**config.mk**
```make
export PLATFORM = sky130hd
export DESIGN_NAME = rc5_cfg_regs_flat
export DESIGN_NICKNAME = d
export VERILOG_FILES = /design/src/rtl/rc5_pkg.sv /design/src/rtl/rc5_if.sv /design/src/rtl/rc5_cfg_regs.sv /design/src/flat_wrapper.sv
export SDC_FILE = /design/constraint.sdc
export NUM_CORES = 1
export LEC_CHECK = 0
export BUFFER_PORTS_ARGS = -buffer_cell sky130_fd_sc_hd__buf_2
export CORE_MARGIN = 3
export CORE_UTILIZATION = 40
export DETAILED_ROUTE_END_ITERATION = 7
export PLACE_DENSITY = 0.7
export SYNTH_ARGS = -nofsm -noshare
export SYNTH_HDL_FRONTEND = slang
export SYNTH_SLANG_ARGS = --single-unit
```
**constraint.sdc**
```tcl
create_clock -name i_clk -period 1.8 [get_ports i_clk]
set_clock_uncertainty 0.1 [all_clocks]
set_input_delay 0.54 -clock i_clk [delete_from_list [all_inputs] [get_ports i_clk]]
set_output_delay 0.54 -clock i_clk [all_outputs]
set_load 0.1 [all_outputs]
```
**src/rtl/rc5_pkg.sv**
```systemverilog
// Shared types and constants for the RC5 block cipher.
`default_nettype none
package rc5_pkg;
    localparam int WORD_BITS     = 32;
    localparam int MAX_ROUNDS    = 32;
    localparam int MAX_KEY_BYTES = 16;
    localparam int TABLE_DEPTH   = 2 * MAX_ROUNDS + 2;
    localparam int TAB_AW        = $clog2(TABLE_DEPTH);
    localparam int KW_DEPTH      = (MAX_KEY_BYTES + 3) / 4;
    localparam int KW_AW         = (KW_DEPTH > 1) ? $clog2(KW_DEPTH) : 1;
    localparam int ROT_BITS      = $clog2(WORD_BITS);
    localparam logic [31:0] P32  = 32'hB7E15163;
    localparam logic [31:0] Q32  = 32'h9E3779B9;
    localparam logic [1:0] REG_KEY_LO = 2'd0;
    localparam logic [1:0] REG_KEY_HI = 2'd1;
    localparam logic [1:0] REG_KEY_LEN = 2'd2;
    localparam logic [1:0] REG_ROUNDS = 2'd3;
    localparam int CFG_IDX_BITS  = 8;

    typedef logic [WORD_BITS-1:0] t_word;

    typedef struct packed {
        logic               we;
        logic [TAB_AW-1:0]  waddr;
        t_word              wdata;
        logic [TAB_AW-1:0]  raddr;
    } t_tab_req;

    function automatic t_word rotl(input t_word x, input logic [ROT_BITS-1:0] s);
        logic [2*WORD_BITS-1:0] d;
        d = {x, x} << s;
        return d[2*WORD_BITS-1 -: WORD_BITS];
    endfunction

    function automatic t_word rotr(input t_word x, input logic [ROT_BITS-1:0] s);
        logic [2*WORD_BITS-1:0] d;
        d = {x, x} >> s;
        return d[WORD_BITS-1:0];
    endfunction
endpackage
`default_nettype wire

```
**src/rtl/rc5_if.sv**
```systemverilog
// Valid/ready channel interfaces for blocks, results and configuration.
`default_nettype none


interface rc5_cfg_if;
    logic                               valid;
    logic                               ready;
    logic [rc5_pkg::CFG_IDX_BITS-1:0]   index;
    logic [63:0]                        data;
    modport source(output valid, index, data, input ready);
    modport sink(input valid, index, data, output ready);
endinterface
`default_nettype wire

```
**src/rtl/rc5_cfg_regs.sv**
```systemverilog
// Configuration register file.
`default_nettype none
module rc5_cfg_regs (
    input  wire logic        i_clk,
    input  wire logic        i_rst_n,
    input  wire logic        i_busy,
    rc5_cfg_if.sink          cfg_ch,
    output logic [63:0]      o_key_lo,
    output logic [63:0]      o_key_hi,
    output logic [4:0]       o_key_len,
    output logic [5:0]       o_rounds,
    output logic             o_sched_clr
);
    import rc5_pkg::*;
    logic fire;
    assign cfg_ch.ready = !i_busy;
    assign fire = cfg_ch.valid && cfg_ch.ready;
    assign o_sched_clr = fire && (cfg_ch.index[CFG_IDX_BITS-1:2] == '0);
    always_ff @(posedge i_clk) begin
        if (!i_rst_n) begin
            o_key_lo <= '0;
            o_key_hi <= '0;
            o_key_len <= 5'd16;
            o_rounds <= 6'd12;
        end else begin
            if (o_sched_clr) begin
                unique case (cfg_ch.index[1:0])
                    REG_KEY_LO:  o_key_lo <= cfg_ch.data;
                    REG_KEY_HI:  o_key_hi <= cfg_ch.data;
                    REG_KEY_LEN: o_key_len <= cfg_ch.data[4:0];
                    REG_ROUNDS:  o_rounds <= cfg_ch.data[5:0];
                    default: ;
                endcase
            end
        end
    end
endmodule
`default_nettype wire

```
**src/flat_wrapper.sv**
```systemverilog
// flat-port wrapper written by rule: the top's interface ports become plain ports
module rc5_cfg_regs_flat import rc5_pkg::*;
  (i_clk, i_rst_n, i_busy, o_key_lo, o_key_hi, o_key_len, o_rounds, o_sched_clr, cfg_ch_valid, cfg_ch_index, cfg_ch_data, cfg_ch_ready);
  rc5_cfg_if cfg_ch_i ();
  input  wire logic i_clk;
  input  wire logic i_rst_n;
  input  wire logic i_busy;
  output logic [63:0] o_key_lo;
  output logic [63:0] o_key_hi;
  output logic [4:0] o_key_len;
  output logic [5:0] o_rounds;
  output logic o_sched_clr;
  input wire logic [$bits(cfg_ch_i.valid)-1:0] cfg_ch_valid;
  input wire logic [$bits(cfg_ch_i.index)-1:0] cfg_ch_index;
  input wire logic [$bits(cfg_ch_i.data)-1:0] cfg_ch_data;
  output wire logic [$bits(cfg_ch_i.ready)-1:0] cfg_ch_ready;
  assign cfg_ch_i.valid = cfg_ch_valid;
  assign cfg_ch_i.index = cfg_ch_index;
  assign cfg_ch_i.data = cfg_ch_data;
  assign cfg_ch_ready = cfg_ch_i.ready;
  rc5_cfg_regs u_core (.i_clk(i_clk), .i_rst_n(i_rst_n), .i_busy(i_busy), .cfg_ch(cfg_ch_i), .o_key_lo(o_key_lo), .o_key_hi(o_key_hi), .o_key_len(o_key_len), .o_rounds(o_rounds), .o_sched_clr(o_sched_clr));
endmodule
```
Word level (Yosys, flattened, before mapping)
Index checks and enable logic that the tools add are counted.
- bits of input ports: 76
- register bits: 139
- equality and inequality tests: 3
- reduce and logical (&&, ||, !) cells: 9
- operators by type and width (operator ; count):
    $reduce_and 2->1 ; 4
    $logic_not 6->1 ; 1
    $eq 2x2->1 const B ; 2
    $eq 2x1->1 const B ; 1
    $logic_and 1x1->1 ; 2
    $logic_not 2->1 ; 1
    $logic_not 1->1 ; 1

Logic depth before layout (Yosys ltp)
- word-level depth: 4
- gate-level depth with buffers: 5
- mapped depth without buffers: 3

Worst setup path after synthesis
No wires, ideal clock.
- path kind: input -> output
- start point: input cfg_ch_index[5]
- end point: output o_sched_clr
- path slack: -0.484 ns
- data arrival time: 1.644 ns
- cell stages on the path: 2
- data required time: 1.160 ns
- path through: nor4_4 -> and2_1
- longest elaborated chain between the ends: 2
- RTL lines (element ; RTL line ; text):
    start, declared ; flat_wrapper.sv:14 ; input wire logic [$bits(cfg_ch_i.index)-1:0] cfg_ch_index;
    $logic_not 6->1 ; rc5_cfg_regs.sv:18 ; assign o_sched_clr = fire && (cfg_ch.index[CFG_IDX_BITS-1:2] == '0);
    $logic_and 1x1->1 ; rc5_cfg_regs.sv:18 ;
    end, declared ; flat_wrapper.sv:12 ; output logic o_sched_clr;
No other way between the ends.

Worst setup path in the final report
- start point: input cfg_ch_index[4]
- end point: output o_sched_clr
The elaborated chain is that of the path after synthesis.

==> impl_metrics.toml <==
[status]
status = "finished, violations left"
violations = "setup timing"

[yosys]
syn_area_um2 = 5310
synth.avg_cell_area_um2 = 10.0
yosys.cell_count.top_type = "nand2_1"
yosys.area.top_type = "dfxtp_1"
ys_top_cells_by_area = "dfxtp_1, mux2i_1, nand2_1"
synth_cell_type_count = 17
synth_edf_count = 0
ys_warn_count = 0
synth_common_cells = "nand2_1, dfxtp_1, mux2i_1"
synth_top_area_share_pct = 52.4
synth_fp_nets = 607
synthCells = 531
ys.flop_type = "dfxtp_1"
ys_seq_area_share_pct = 52.4
ys_ff_latch = 139
async_flop_share_pct = 0

[placed_design]
dpl_cell_area_um2 = 6620
dp_hpwl_um = 9660
place_congestion = 0.752
numPortBuffers = 216
placed_cells = 896
dpl_worst_slack_ns = -0.266

[detailed_routing]
drt_first_pass_iters = 4
vias_per_cell = 4.78
drt-total-wl_um = 13800
drc = 0
drt_iter0_drc = 163
vias = 4446
wl_per_cell_um = 14.8
ant_nets = 0

[grt]
grt.overflow.total = 0
grt_start_max_net_pins = 65
grt_use_met3_pct = 7.55
met1_usage_pct = 19.8
grt_antenna_before_repair = 0
busiest_layer = "met2"
grt_pass1_vias = 4606
use_met2_pct = 32.5
grt_pass1_wl_um = 21900
track_usage_pct = 18.7

[timing]
setup_viol = 1
max_freq_mhz = 516
rsz0062_at_grt = "true"
tns_ns = -0.139
worstMarginPinSlew_ns = 0.296
hold_viol_final = 0
maxSlewHeadroom_pct = 80.4
setup_ws_ns = -0.139
hold_slack_ns = 0.292
fin_crit_sh_pct = 108
finalMaxSlewViolations = 0
post-route-min-period_ns = 1.94

[critical_path]
cp_max_fo = 2
start_kind = "primary input"
critPathMaxStageDelay_ns = 0.30
worstPathCellList = "buf_6 -> nor4_4 -> and2_4 -> buf_12"
cp-end-kind = "output pin"
required_ns = 1.16
slowest_stage = "nor4_4"
rr_worst_depth = 2
path_class = "primary input to output pin"
cp.arrival_ns = 1.30

[clocking]
insertion_delay_ns = 0.41
cts_sinks = 139
cts_buffers = 17
cts_hold_buf = 0
clk_pin_slew_ns = 0.06
cts_tree = "done"
cts.path.max_buffers = 2
cts_htree_levels = 4
cts_root_buffer = "clkbuf_16"

[final_layout]
stdcell_area_um2 = 7640
final_cells = 931
fillers = 1096
areaGrowthSynthToFinish_pct = 43.8
n_antenna_cell = 0
final_nets = 822
postLayoutCoreUtil_pct = 59.6
drive_gt1_share_pct = 35.4

[power_and_ir_drop]
p_per_area_nw_per_um2 = 923
p_leak_nw = 3.72
vdd_ir_drop_max_uv = 648
finalPower_mw = 7.05

[floorplan]
die_area_um2 = 14700
rows = 41
ios = 217
die_h_um = 121
core-area_um2 = 12800
start_util_pct = 41.4
die-width_um = 121

[hold_path]
worstHoldPathCells = 3
hold_class = "primary input to register"

[run]
drv_cap = 0
worst max-delay path, delay by kind of cell:
family	cells	cell delay, ns
buffers and inverters	2	0.25
AND/OR/NAND/NOR	2	0.50
flip-flops by register name (all words and copies together), names as in the netlist:
| register | count |
|---|---|
| u_core.o_key_len | 5 |
| u_core.o_key_lo | 64 |
| u_core.o_key_hi | 64 |
| u_core.o_rounds | 6 |
power by group:
group	internal, mW	switching [mW]	leakage (nW)	total, mW
logic	0.121	0.175	2.29	0.296
registers	3.08	0.00122	1.12	3.08
clock network	2.39	1.29	0.303	3.67
total	5.59	1.46	3.72	7.05
repair_timing:
item	in CTS	in global routing
setup endpoints to repair	139	1
cloned	0	0
resized for setup	141	1
pin swaps	3	3
setup buffers	2	1
layout by cell type, fill, tap and decap left out, drive strengths merged, types with 2 or more instances in the layout:
| master | n |
|---|---|
| dfxtp | 139 |
| bufinv | 4 |
| nor2b | 6 |
| clkinvlp | 2 |
| nand2 | 200 |
| mux2i | 139 |
| buf | 234 |
| clkbuf | 21 |
| clkinv | 5 |
logic make-up (layout without fill, tap and decap cells):
| family | Yosys count | after routing | share of synthesized area [%] |
|---|---|---|---|
| AND/OR/NAND/NOR | 214 | 214 | 16.5 |
| multiplexers | 139 | 139 | 26.2 |
| buffers and inverters | 39 | 267 | 4.95 |
| flip-flops | 139 | 139 | 52.4 |
routing by layer:
layer	share of wire (%)	vias up
li1	-	2169
met1	38	2096
met2	50	151
met3	8.8	30
met4	2.6	0
met5	0	-
final timing paths:
check	start	endpoint	slack (ns)
worst min register to register	u_core.o_key_lo[20]	u_core.o_key_lo[20]	0.36
worst max register to register	u_core.o_key_lo[59]	u_core.o_key_lo[59]	1.06
worst max-delay path	cfg_ch_index[4]	o_sched_clr	-0.14
worst min-delay path	cfg_ch_data[22]	u_core.o_key_hi[22]	0.29
area by class of cell:
type	count	area (um2)	share of cell area, %
Sequential cell	139	2780	36.4
Multi-Input combinational cell	353	2290	29.9
Timing Repair Buffer	234	1730	22.6
Clock buffer	21	460	6.03
Tap cell	172	215	2.82
Clock inverter	11	168	2.19
Inverter	1	3.75	0.0491
Note: power is estimated with default switching activity, not from simulation.
