[config.mk]
export PLATFORM = sky130hd
export DESIGN_NAME = rc5_engine_flat
export DESIGN_NICKNAME = d
export VERILOG_FILES = /design/src/rtl/rc5_pkg.sv /design/src/rtl/rc5_if.sv /design/src/rtl/rc5_table_ram.sv /design/src/rtl/rc5_engine.sv /design/src/flat_wrapper.sv
export SDC_FILE = /design/constraint.sdc
export NUM_CORES = 2
export LEC_CHECK = 0
export ABC_AREA = 0
export ABC_CLOCK_PERIOD_IN_PS = 9600
export BUFFER_PORTS_ARGS = -buffer_cell sky130_fd_sc_hd__buf_4
export CAP_MARGIN = 40
export CORE_MARGIN = 1.5
export CORE_UTILIZATION = 45
export CTS_BUF_LIST = sky130_fd_sc_hd__clkbuf_2 sky130_fd_sc_hd__clkbuf_4 sky130_fd_sc_hd__clkbuf_8
export DETAILED_ROUTE_END_ITERATION = 7
export SLEW_MARGIN = 20
export SYNTH_ARGS = -nofsm -noshare
export SYNTH_HDL_FRONTEND = slang
export SYNTH_SLANG_ARGS = --single-unit
[constraint.sdc]
create_clock -name i_clk -period 9.6 [get_ports i_clk]
set_clock_uncertainty 0.15 [all_clocks]
set_input_delay 1.44 -clock i_clk [delete_from_list [all_inputs] [get_ports i_clk]]
set_output_delay 1.44 -clock i_clk [all_outputs]
set_load 0.05 [all_outputs]
[src/rtl/rc5_pkg.sv]
// Shared types and constants for the RC5 block cipher.
`default_nettype none
package rc5_pkg;
    localparam int WORD_BITS     = 32;
    localparam int MAX_ROUNDS    = 32;
    localparam int MAX_KEY_BYTES = 16;
    localparam int TABLE_DEPTH   = 2 * MAX_ROUNDS + 2;
    localparam int TAB_AW        = $clog2(TABLE_DEPTH);
    localparam int KW_DEPTH      = (MAX_KEY_BYTES + 3) / 4;
    localparam int KW_AW         = (KW_DEPTH > 1) ? $clog2(KW_DEPTH) : 1;
    localparam int ROT_BITS      = $clog2(WORD_BITS);
    localparam logic [31:0] P32  = 32'hB7E15163;
    localparam logic [31:0] Q32  = 32'h9E3779B9;
    localparam logic [1:0] REG_KEY_LO = 2'd0;
    localparam logic [1:0] REG_KEY_HI = 2'd1;
    localparam logic [1:0] REG_KEY_LEN = 2'd2;
    localparam logic [1:0] REG_ROUNDS = 2'd3;
    localparam int CFG_IDX_BITS  = 8;

    typedef logic [WORD_BITS-1:0] t_word;

    typedef struct packed {
        logic               we;
        logic [TAB_AW-1:0]  waddr;
        t_word              wdata;
        logic [TAB_AW-1:0]  raddr;
    } t_tab_req;

    function automatic t_word rotl(input t_word x, input logic [ROT_BITS-1:0] s);
        logic [2*WORD_BITS-1:0] d;
        d = {x, x} << s;
        return d[2*WORD_BITS-1 -: WORD_BITS];
    endfunction

    function automatic t_word rotr(input t_word x, input logic [ROT_BITS-1:0] s);
        logic [2*WORD_BITS-1:0] d;
        d = {x, x} >> s;
        return d[WORD_BITS-1:0];
    endfunction
endpackage
`default_nettype wire

[src/rtl/rc5_if.sv]
// Valid/ready channel interfaces for blocks, results and configuration.
`default_nettype none
interface rc5_in_if;
    logic        valid;
    logic        ready;
    logic        operation;
    logic [31:0] in_word_a;
    logic [31:0] in_word_b;
    modport source(output valid, operation, in_word_a, in_word_b, input ready);
    modport sink(input valid, operation, in_word_a, in_word_b, output ready);
endinterface

interface rc5_out_if;
    logic        valid;
    logic        ready;
    logic [31:0] out_word_a;
    logic [31:0] out_word_b;
    modport source(output valid, out_word_a, out_word_b, input ready);
    modport sink(input valid, out_word_a, out_word_b, output ready);
endinterface

`default_nettype wire

[src/rtl/rc5_table_ram.sv]
// Round-key table memory, one write and one registered read port.
`default_nettype none
module rc5_table_ram (
    input  wire logic              i_clk,
    input  wire rc5_pkg::t_tab_req i_req,
    output rc5_pkg::t_word         o_rdata
);
    import rc5_pkg::*;
    t_word r_mem [TABLE_DEPTH];
    always_ff @(posedge i_clk) begin
        if (i_req.we) begin
            r_mem[i_req.waddr] <= i_req.wdata;
        end
        o_rdata <= r_mem[i_req.raddr];
    end
endmodule
`default_nettype wire

[src/rtl/rc5_engine.sv]
// Key expansion and round sequencer around the round-key table.
`default_nettype none
module rc5_engine (
    input  wire logic        i_clk,
    input  wire logic        i_rst_n,
    input  wire logic [63:0] i_key_lo,
    input  wire logic [63:0] i_key_hi,
    input  wire logic [4:0]  i_key_len,
    input  wire logic [5:0]  i_rounds,
    input  wire logic        i_sched_clr,
    output logic             o_busy,
    rc5_in_if.sink           in_ch,
    rc5_out_if.source        out_ch
);
    import rc5_pkg::*;

    typedef enum logic [3:0] {
        S_IDLE, S_INIT, S_MIX_RD, S_MIX, S_RUN_RD, S_ENC0, S_ENC1, S_DEC0, S_DEC1,
        S_DONE
    } t_state;

    t_state r_state;
    logic   r_sched_ok;
    logic   r_op;
    t_word  r_a, r_b;
    t_word  r_ma, r_mb;
    t_word  r_kw [KW_DEPTH];
    logic [TAB_AW-1:0] r_i;
    logic [KW_AW-1:0]  r_j;
    logic [7:0]        r_k;
    logic [5:0]        r_r;
    logic [5:0]        r_rnd;
    logic [2:0]        r_c;
    logic [7:0]        r_n;
    logic [TAB_AW-1:0] r_t;
    logic              r_oval;
    t_word             r_oa, r_ob;

    t_tab_req tab_req;
    t_word    tab_rd;

    rc5_table_ram u_ram (.i_clk(i_clk), .i_req(tab_req), .o_rdata(tab_rd));

    logic [5:0] eff_r;
    logic [4:0] eff_b;
    logic [2:0] eff_c;
    logic [TAB_AW-1:0] eff_t;
    t_word mix_a, mix_b, kw_j, rk_a, rk_b;
    logic [127:0] key_all;
    logic in_fire, out_fire;

    assign eff_r = (i_rounds > 6'(MAX_ROUNDS)) ? 6'(MAX_ROUNDS) : i_rounds;
    assign eff_b = (i_key_len > 5'(MAX_KEY_BYTES)) ? 5'(MAX_KEY_BYTES) : i_key_len;
    assign eff_c = (eff_b == 5'd0) ? 3'd1 : 3'((eff_b + 5'd3) >> 2);
    assign eff_t = TAB_AW'({eff_r, 1'b0} + 7'd2);
    assign key_all = {i_key_hi, i_key_lo};
    assign kw_j = r_kw[r_j];
    assign mix_a = rotl(tab_rd + r_ma + r_mb, ROT_BITS'(3));
    assign mix_b = rotl(kw_j + mix_a + r_mb, ROT_BITS'(mix_a + r_mb));
    assign rk_a = rotl(r_a ^ r_b, ROT_BITS'(r_b)) + tab_rd;
    assign rk_b = rotl(r_b ^ r_a, ROT_BITS'(r_a)) + tab_rd;

    assign in_ch.ready = (r_state == S_IDLE) && !r_oval && !i_sched_clr;
    assign in_fire = in_ch.valid && in_ch.ready;
    assign out_fire = out_ch.valid && out_ch.ready;
    assign out_ch.valid = r_oval;
    assign out_ch.out_word_a = r_oa;
    assign out_ch.out_word_b = r_ob;
    assign o_busy = (r_state != S_IDLE) || r_oval;

    always_comb begin
        tab_req = '0;
        tab_req.raddr = r_i;
        unique case (r_state)
            S_INIT: begin
                tab_req.we = 1'b1;
                tab_req.waddr = r_i;
                tab_req.wdata = r_ma;
            end
            S_MIX: begin
                tab_req.we = 1'b1;
                tab_req.waddr = r_i;
                tab_req.wdata = mix_a;
                tab_req.raddr = (r_i == r_t - 1'b1) ? '0 : r_i + 1'b1;
            end
            S_ENC0, S_ENC1: tab_req.raddr = r_i + 1'b1;
            S_DEC0, S_DEC1: tab_req.raddr = r_i - 1'b1;
            default: ;
        endcase
    end

    always_ff @(posedge i_clk) begin
        if (!i_rst_n) begin
            r_state <= S_IDLE;
            r_sched_ok <= 1'b0;
            r_oval <= 1'b0;
        end else begin
            if (out_fire) r_oval <= 1'b0;
            if (i_sched_clr) r_sched_ok <= 1'b0;
            unique case (r_state)
                S_IDLE: if (in_fire) begin
                    r_op <= in_ch.operation;
                    r_a <= in_ch.in_word_a;
                    r_b <= in_ch.in_word_b;
                    r_rnd <= eff_r;
                    if (!r_sched_ok) begin
                        r_t <= eff_t;
                        r_c <= eff_c;
                        r_n <= 8'(3 * ((eff_t > TAB_AW'(eff_c)) ? eff_t : TAB_AW'(eff_c)));
                        for (int w = 0; w < KW_DEPTH; w++) begin
                            for (int y = 0; y < 4; y++) begin
                                r_kw[w][8*y +: 8] <= (4*w + y < eff_b) ?
                                    key_all[8*(4*w+y) +: 8] : 8'h00;
                            end
                        end
                        r_i <= '0;
                        r_ma <= P32;
                        r_state <= S_INIT;
                    end else begin
                        r_i <= in_ch.operation ? TAB_AW'({eff_r, 1'b1}) : '0;
                        r_state <= S_RUN_RD;
                    end
                end
                S_INIT: begin
                    r_ma <= r_ma + Q32;
                    r_i <= r_i + 1'b1;
                    if (r_i == r_t - 1'b1) begin
                        r_i <= '0;
                        r_j <= '0;
                        r_k <= '0;
                        r_ma <= '0;
                        r_mb <= '0;
                        r_state <= S_MIX_RD;
                    end
                end
                S_MIX_RD: r_state <= S_MIX;
                S_MIX: begin
                    r_ma <= mix_a;
                    r_mb <= mix_b;
                    r_kw[r_j] <= mix_b;
                    r_i <= (r_i == r_t - 1'b1) ? '0 : r_i + 1'b1;
                    r_j <= (3'(r_j) == r_c - 3'd1) ? '0 : r_j + 1'b1;
                    r_k <= r_k + 8'd1;
                    if (r_k == r_n - 8'd1) begin
                        r_sched_ok <= 1'b1;
                        r_i <= r_op ? TAB_AW'({r_rnd, 1'b1}) : '0;
                        r_state <= S_RUN_RD;
                    end
                end
                S_RUN_RD: begin
                    r_r <= r_rnd;
                    r_state <= r_op ? S_DEC0 : S_ENC0;
                end
                S_ENC0: begin
                    if (r_i[0]) begin
                        r_b <= (r_i == 1) ? r_b + tab_rd : rk_b;
                        if (r_r == 0 || r_i == r_t - 1'b1) r_state <= S_DONE;
                    end else begin
                        r_a <= (r_i == 0) ? r_a + tab_rd : rk_a;
                    end
                    r_i <= r_i + 1'b1;
                    if (r_i == TAB_AW'({r_rnd, 1'b1})) r_state <= S_DONE;
                end
                S_DEC0: begin
                    if (r_i[0]) begin
                        r_b <= (r_i == 1) ? r_b - tab_rd :
                               rotr(r_b - tab_rd, ROT_BITS'(r_a)) ^ r_a;
                    end else begin
                        r_a <= (r_i == 0) ? r_a - tab_rd :
                               rotr(r_a - tab_rd, ROT_BITS'(r_b)) ^ r_b;
                    end
                    r_i <= r_i - 1'b1;
                    if (r_i == 0) r_state <= S_DONE;
                end
                S_ENC1, S_DEC1: r_state <= S_DONE;
                S_DONE: begin
                    r_oa <= r_a;
                    r_ob <= r_b;
                    r_oval <= 1'b1;
                    r_state <= S_IDLE;
                end
                default: r_state <= S_IDLE;
            endcase
        end
    end
endmodule
`default_nettype wire

[src/flat_wrapper.sv]
// flat-port wrapper written by rule: the top's interface ports become plain ports
module rc5_engine_flat import rc5_pkg::*;
  (i_clk, i_rst_n, i_key_lo, i_key_hi, i_key_len, i_rounds, i_sched_clr, o_busy, in_ch_valid, in_ch_operation, in_ch_in_word_a, in_ch_in_word_b, in_ch_ready, out_ch_valid, out_ch_out_word_a, out_ch_out_word_b, out_ch_ready);
  rc5_in_if in_ch_i ();
  rc5_out_if out_ch_i ();
  input  wire logic i_clk;
  input  wire logic i_rst_n;
  input  wire logic [63:0] i_key_lo;
  input  wire logic [63:0] i_key_hi;
  input  wire logic [4:0] i_key_len;
  input  wire logic [5:0] i_rounds;
  input  wire logic i_sched_clr;
  output logic o_busy;
  input wire logic [$bits(in_ch_i.valid)-1:0] in_ch_valid;
  input wire logic [$bits(in_ch_i.operation)-1:0] in_ch_operation;
  input wire logic [$bits(in_ch_i.in_word_a)-1:0] in_ch_in_word_a;
  input wire logic [$bits(in_ch_i.in_word_b)-1:0] in_ch_in_word_b;
  output wire logic [$bits(in_ch_i.ready)-1:0] in_ch_ready;
  output wire logic [$bits(out_ch_i.valid)-1:0] out_ch_valid;
  output wire logic [$bits(out_ch_i.out_word_a)-1:0] out_ch_out_word_a;
  output wire logic [$bits(out_ch_i.out_word_b)-1:0] out_ch_out_word_b;
  input wire logic [$bits(out_ch_i.ready)-1:0] out_ch_ready;
  assign in_ch_i.valid = in_ch_valid;
  assign in_ch_i.operation = in_ch_operation;
  assign in_ch_i.in_word_a = in_ch_in_word_a;
  assign in_ch_i.in_word_b = in_ch_in_word_b;
  assign in_ch_ready = in_ch_i.ready;
  assign out_ch_valid = out_ch_i.valid;
  assign out_ch_out_word_a = out_ch_i.out_word_a;
  assign out_ch_out_word_b = out_ch_i.out_word_b;
  assign out_ch_i.ready = out_ch_ready;
  rc5_engine u_core (.i_clk(i_clk), .i_rst_n(i_rst_n), .i_key_lo(i_key_lo), .i_key_hi(i_key_hi), .i_key_len(i_key_len), .i_rounds(i_rounds), .i_sched_clr(i_sched_clr), .o_busy(o_busy), .in_ch(in_ch_i), .out_ch(out_ch_i));
endmodule
Yosys cells after proc, flatten, opt, wreduce, memory -nomap -nowiden
Memory sizes are Yosys's and may differ from the RTL's. A register that Yosys moved wholly into a read port is not among the register bits.
Cells that the tools add are included.
W data, S select, Z words.
{"block": "word_totals", "regBits": 246, "mem_bits_rw": 2240, "inputBits": 209, "output_inout_bits": 67, "wordCells": 208, "memories": 2}
{"block": "op_classes", "addsub": 21, "multipliers": 1, "order_cmp": 19, "n_eq_ne": 25, "n_shift": 5, "mux": 81, "bitwise_logic": 4, "reduce_logical": 32}
{"memory": "u_core.u_ram.r_mem", "words": 66, "width": 32, "rd": 1, "rd_clocked_by_memory_dff": 1, "write_ports": 1, "line_no": "rc5_table_ram.sv:9", "text": "t_word r_mem [TABLE_DEPTH];"}
{"memory": "u_core.r_kw", "words": 4, "width": 32, "rd": 1, "rd_clocked_by_memory_dff": 1, "write_ports": 4, "line_no": "rc5_engine.sv:27", "text": "t_word r_kw [KW_DEPTH];"}
{"cell": "$mux W32", "n": 15}
{"cell": "$pmux W32 S3", "n": 3}
{"cell": "$add A32 B32 Y32", "n": 8}
{"cell": "$shl A64 B5 Y64", "n": 3}
{"cell": "$mux W8", "n": 17}
{"cell": "$shr A64 B5 Y32", "n": 2}
{"cell": "$xor A32 B32 Y32", "n": 3}
{"cell": "$pmux W40 S2", "n": 1}
{"cell": "$pmux W32 S2", "n": 1}
{"cell": "$sub A32 B32 Y32", "n": 2}
{"cell": "$mux W7", "n": 7}
{"cell": "$lt A4 B5 Y1 const A", "n": 8}
{"cell": "$pmux W7 S5", "n": 1}
{"cell": "$add A32 B32 Y32 const B", "n": 1}
{"cell": "$mul A2 B32 Y8 const A", "n": 1}
{"cell": "$pmux W4 S8", "n": 1}
{"cell": "$reduce_or A32 Y1", "n": 1}
{"cell": "$mux W4", "n": 7}
{"cell": "$pmux W7 S3", "n": 1}
{"cell": "$lt A3 B5 Y1 const A", "n": 4}
{"cell": "$eq A4 B3 Y1 const B", "n": 4}
{"cell": "$mux W1", "n": 16}
{"cell": "$pmux W8 S2", "n": 1}
{"cell": "$eq A7 B7 Y1", "n": 2}
{"cell": "46 further kinds", "n": 78}

Longest topological paths before layout
{"block": "depth", "depth_word": 9, "depth_mapped": 30, "ltp_nobuf": 30}

Hierarchy
A second synthesis with hierarchy kept.
{"block": "unflattened", "cells_unflattened": 8649, "area_unflattened_um2": 124729.6}
{"mod": "rc5_table_ram", "instances": 1, "cells_each": 3610, "area_per_inst_um2": 81654.6, "seq_area_each_um2": 64061.4}
{"mod": "rc5_engine", "instances": 1, "cells_each": 5039, "area_per_inst_um2": 43075.1, "seq_area_each_um2": 11180.7}

Worst setup path after synthesis
Ideal clock, no wire load.
{"block": "synth_timing", "path_kind": "register to register", "start": "register u_core.r_mb[1]", "end": "memory u_core.r_kw[0][21] (netlist name) (data pin)", "setup_ns": 0.267, "arrival_time_ns": 6.928, "required_ns": 9.183, "setup_slack_ns": 2.254, "path_stages_with_launch": 30, "n_path_buf": 0, "synth_period_minus_slack_ns": 7.346, "cell_sequence": "edfxtp_1 -> fa_1 -> ha_1 -> fa_1 -> a21o_1 -> a21o_1 -> a21oi_1 -> o21a_1 -> o21ai_0 -> nand4_1 -> nand2b_1 -> o311ai_0 -> a21oi_1 -> a31oi_1 -> xnor2_1 -> inv_1 -> fa_1 -> fa_1 -> a211oi_1 -> o21ai_1 -> a211oi_2 -> or4_4 -> o21a_4 -> xnor2_1 -> mux2_2 -> mux4_2 -> mux2i_1 -> nor2_1 -> a221oi_2 -> o21ai_1"}
{"item": "from (decl)", "line_no": "rc5_engine.sv:26", "text": "t_word r_ma, r_mb;"}
{"item": "from (signal assigned)", "line_no": "rc5_engine.sv:139", "text": "r_mb <= mix_b;"}
{"item": "to (decl)", "line_no": "rc5_engine.sv:27"}

==> results.md <==
* Fin Setup TNS at 0 ns
* Critical Path AT at just under 10 ns
* Clock Latency Late Sink at 1.07 ns
* Area Growth Syn to Fin at 13.3%
* DIE WIDTH at 528 µm
* TritonCTS buffer count at 407
* FP Rows at about 190
* Avg Vias per Cell at between 6 and 7
* DIE AREA at about 0.28 mm²
* Worst-path fanout max at 5
* Worst min-delay path class: register to register
* Die height at 528 µm
* FF/Latch Area at ~0.075 mm²
* Register area share after synthesis at 60.7%
* Post-Synth Simple-Gate Area at 7.67%
* Fillers at between 20000 and 25000
* Least-Margin Pin Slew at 0.966 ns
* RSZ-0062 raised after global routing: no
* CP startpoint kind: register
* Max Clock Freq at about 110 MHz
* Leading cell type in the layout, fill and taps excluded: edfxtp_1
* CP endpoint kind: register
* GR Util met2 at 45.9%
* Crit path from: u_core.r_mb[1]
* Cell mode on critical path: o21ai_0
* Final Hold Viols at 0
* Met3 Usage GRT at under 10%
* Mux cell area share after synthesis at 14.5%
* DRT antenna net count at 0
* Critical path depth at 30
* CTS clk-pin slew, worst paths at ~0.060 ns
* Root Driver: clkbuf_8
* R2R Path Start: u_core.r_mb[1]
* Critical Path Max Stage Delay at about 0.68 ns
* Initial antenna violation count at 18
* Post-synthesis register bit count at 2519
* Met1 Use GR at a little over two fifths
* Detailed-placement wirelength estimate at 285 mm
* Pre-antenna DRT Iters at 8
* Cell Count Post-Placement at 12400
* Post-cts resize count at 0
* Cells on worst reg2reg path at 30
* CTS Buffer Depth at 4
* Via count at 83100
* CTS tree: built
* Setup crit end: u_core.r_kw[1][7]
* Post-synth net total at between 9000 and 10000
* CP Buf/Inv Count at 2
* Slowest cell on crit path: a21boi_0
* Max-cap violation count at 0
* Hold buffers post-CTS at 0
* Mapped Cells at 8684
* Multi-input logic area at between 0.04 and 0.05 mm²
* Total grt overflow at 0
* Final worst path period share at a little over nine tenths
* Busiest layer in global routing: met2
* Post-CTS Setup Bufs at 0
* Main combinational cell family by area after synthesis: multiplexers
* Top_reg_cell synth: edfxtp_1
* CP required at just over 10 ns
* Clk sinks at around 2500
* Register-to-register path setup slack at 0.51 ns
* EDFF count, synth at 2479
* Starting density of the core at 45.3%
* Vias in the first global route at roughly 79000
* Share of layout cells above drive strength 1 at approximately 23%
* Total GRT Usage at 30.1%
* CTS H-tree depth at 5
* Total wire length at between 400 and 500 mm
* Mean Syn Cell Area at around 14 µm²
* Final Max Slew Viols at 0
* Distinct cells, synth at approximately 110
* Global-route wire length before repair at 598 mm
* Routed len/inst at approximately 33 µm
* Crit path max-delay family: compound AO/OA/AOI/OAI gates
* Asr flop ratio synth at 0%
* Finish-stage setup viols at 0
* Iteration-0 DRC count of the detailed router at between 9000 and 10000
* Reg2reg end: u_core.r_kw[1][7]
* Count of non-filler cells in the finished layout at around 13000
* Port bufs at 275
* Nets at around 9700
* Slew Limit Headroom at 35.2%
* Post-synthesis compound-gate area fraction at 9.06%
* I/O Pins at roughly 280
* Yosys warning count at 0
* Drt drc at 0
* Crit Path Category: register to register
* Post-Synth Adder-Cell Area at approximately 3.2%
* Synth Cell Area at approximately 0.12 mm²
* Area of the core at 0.274 mm²
* Gpl congestion at approximately 1.1
* Commonest cells after routing, fill and taps aside: 2479 x edfxtp_1, 858 x nand2_1, 613 x mux4_2
* Synth Area in XOR/XNOR at approximately 2.6%
* Crit path time final at approximately 9 ns
* Status: completed
* Largest net degree at the start of global routing at 105
metrics by stage:
stage / cell area, µm² / setup slack [ns] / utilization (%) / hold WS (ns)
floorplan: 124000 / 2.25 / - / 0.274
CTS: 140000 / 0.750 / 51.1 / 0.346
global route: 140000 / 0.138 / 51.3 / 0.370
global placement: 131000 / 0.866 / 48.0 / 0.328
finish: 140000 / 0.512 / 51.3 / 0.362
detailed placement: 132000 / 0.838 / 48.2 / 0.328
registers in the layout, summed over array words and instances (netlist names), 7 cells and up, named ones only:
signal,flops
u_core.r_i,7
u_core.r_ma,32
u_core.u_ram.o_rdata,32
u_core.r_a,32
u_core.out_ch.out_word_b,32
u_core.r_mb,32
u_core.r_kw,128
u_core.out_ch.out_word_a,32
u_core.r_b,32
u_core.r_k,8
u_core.u_ram.r_mem,2112
u_core.r_n,8
synthesized netlist by cell type, types with 138 or more instances:
cell type  instances  area, µm²
a21oi_1          418       2090
o21ai_0          340       1700
nand2_1          876       3290
xor2_1           170       1490
xnor2_1          187       1640
inv_1            173        649
mux2i_1          325       3250
clkbuf_1         307       1150
nand3_1          270       1350
mux4_2           613      13800
buf_2            138        691
nor2_1           512       1920
edfxtp_1        2479      74400
ha_1             209       2620
layer usage:
layer	routed length (µm)	vias up	part of all wire [%]
li1	-	35100	-
met2	194000	4442	45
met5	40	-	0.0093
met4	24000	6	5.6
met3	37400	822	8.7
met1	174000	42700	40
logic make-up after synthesis:
family	Yosys count
XOR/XNOR	359
adder cells (fa/ha/maj)	279
multiplexers	1014
buffers and inverters	703
AO/OA/AOI/OAI	1692
AND/OR/NAND/NOR	2118
flip-flops	2519
area by class of cell:
cell class / count / share of cell area (%)
Sequential cell: 2519 / 53.6
Inverter: 181 / 0.484
Clock inverter: 169 / 0.783
Clock buffer: 552 / 4.82
Tap cell: 3589 / 3.20
Multi-Input combinational cell: 5462 / 33.3
Antenna cell: 13 / 0.0232
Timing Repair Buffer: 631 / 3.85
worst min-delay path by stage:
stage	from	to	slack (ns)	cells after the start
floorplan	u_core.r_a[0]	u_core.out_ch.out_word_a[0]	0.27	0
global placement	u_core.r_a[9]	u_core.out_ch.out_word_a[9]	0.33	0
detailed placement	u_core.r_a[9]	u_core.out_ch.out_word_a[9]	0.33	0
CTS	u_core.r_a[9]	u_core.out_ch.out_word_a[9]	0.35	0
global route	u_core.r_a[9]	u_core.out_ch.out_word_a[9]	0.37	0
finish	u_core.r_rnd[5]	u_core.r_r[5]	0.36	0
Power is left out: the tool's default activity adds up to more than one toggle a clock period on the data nets, which glitch-free logic cannot reach.
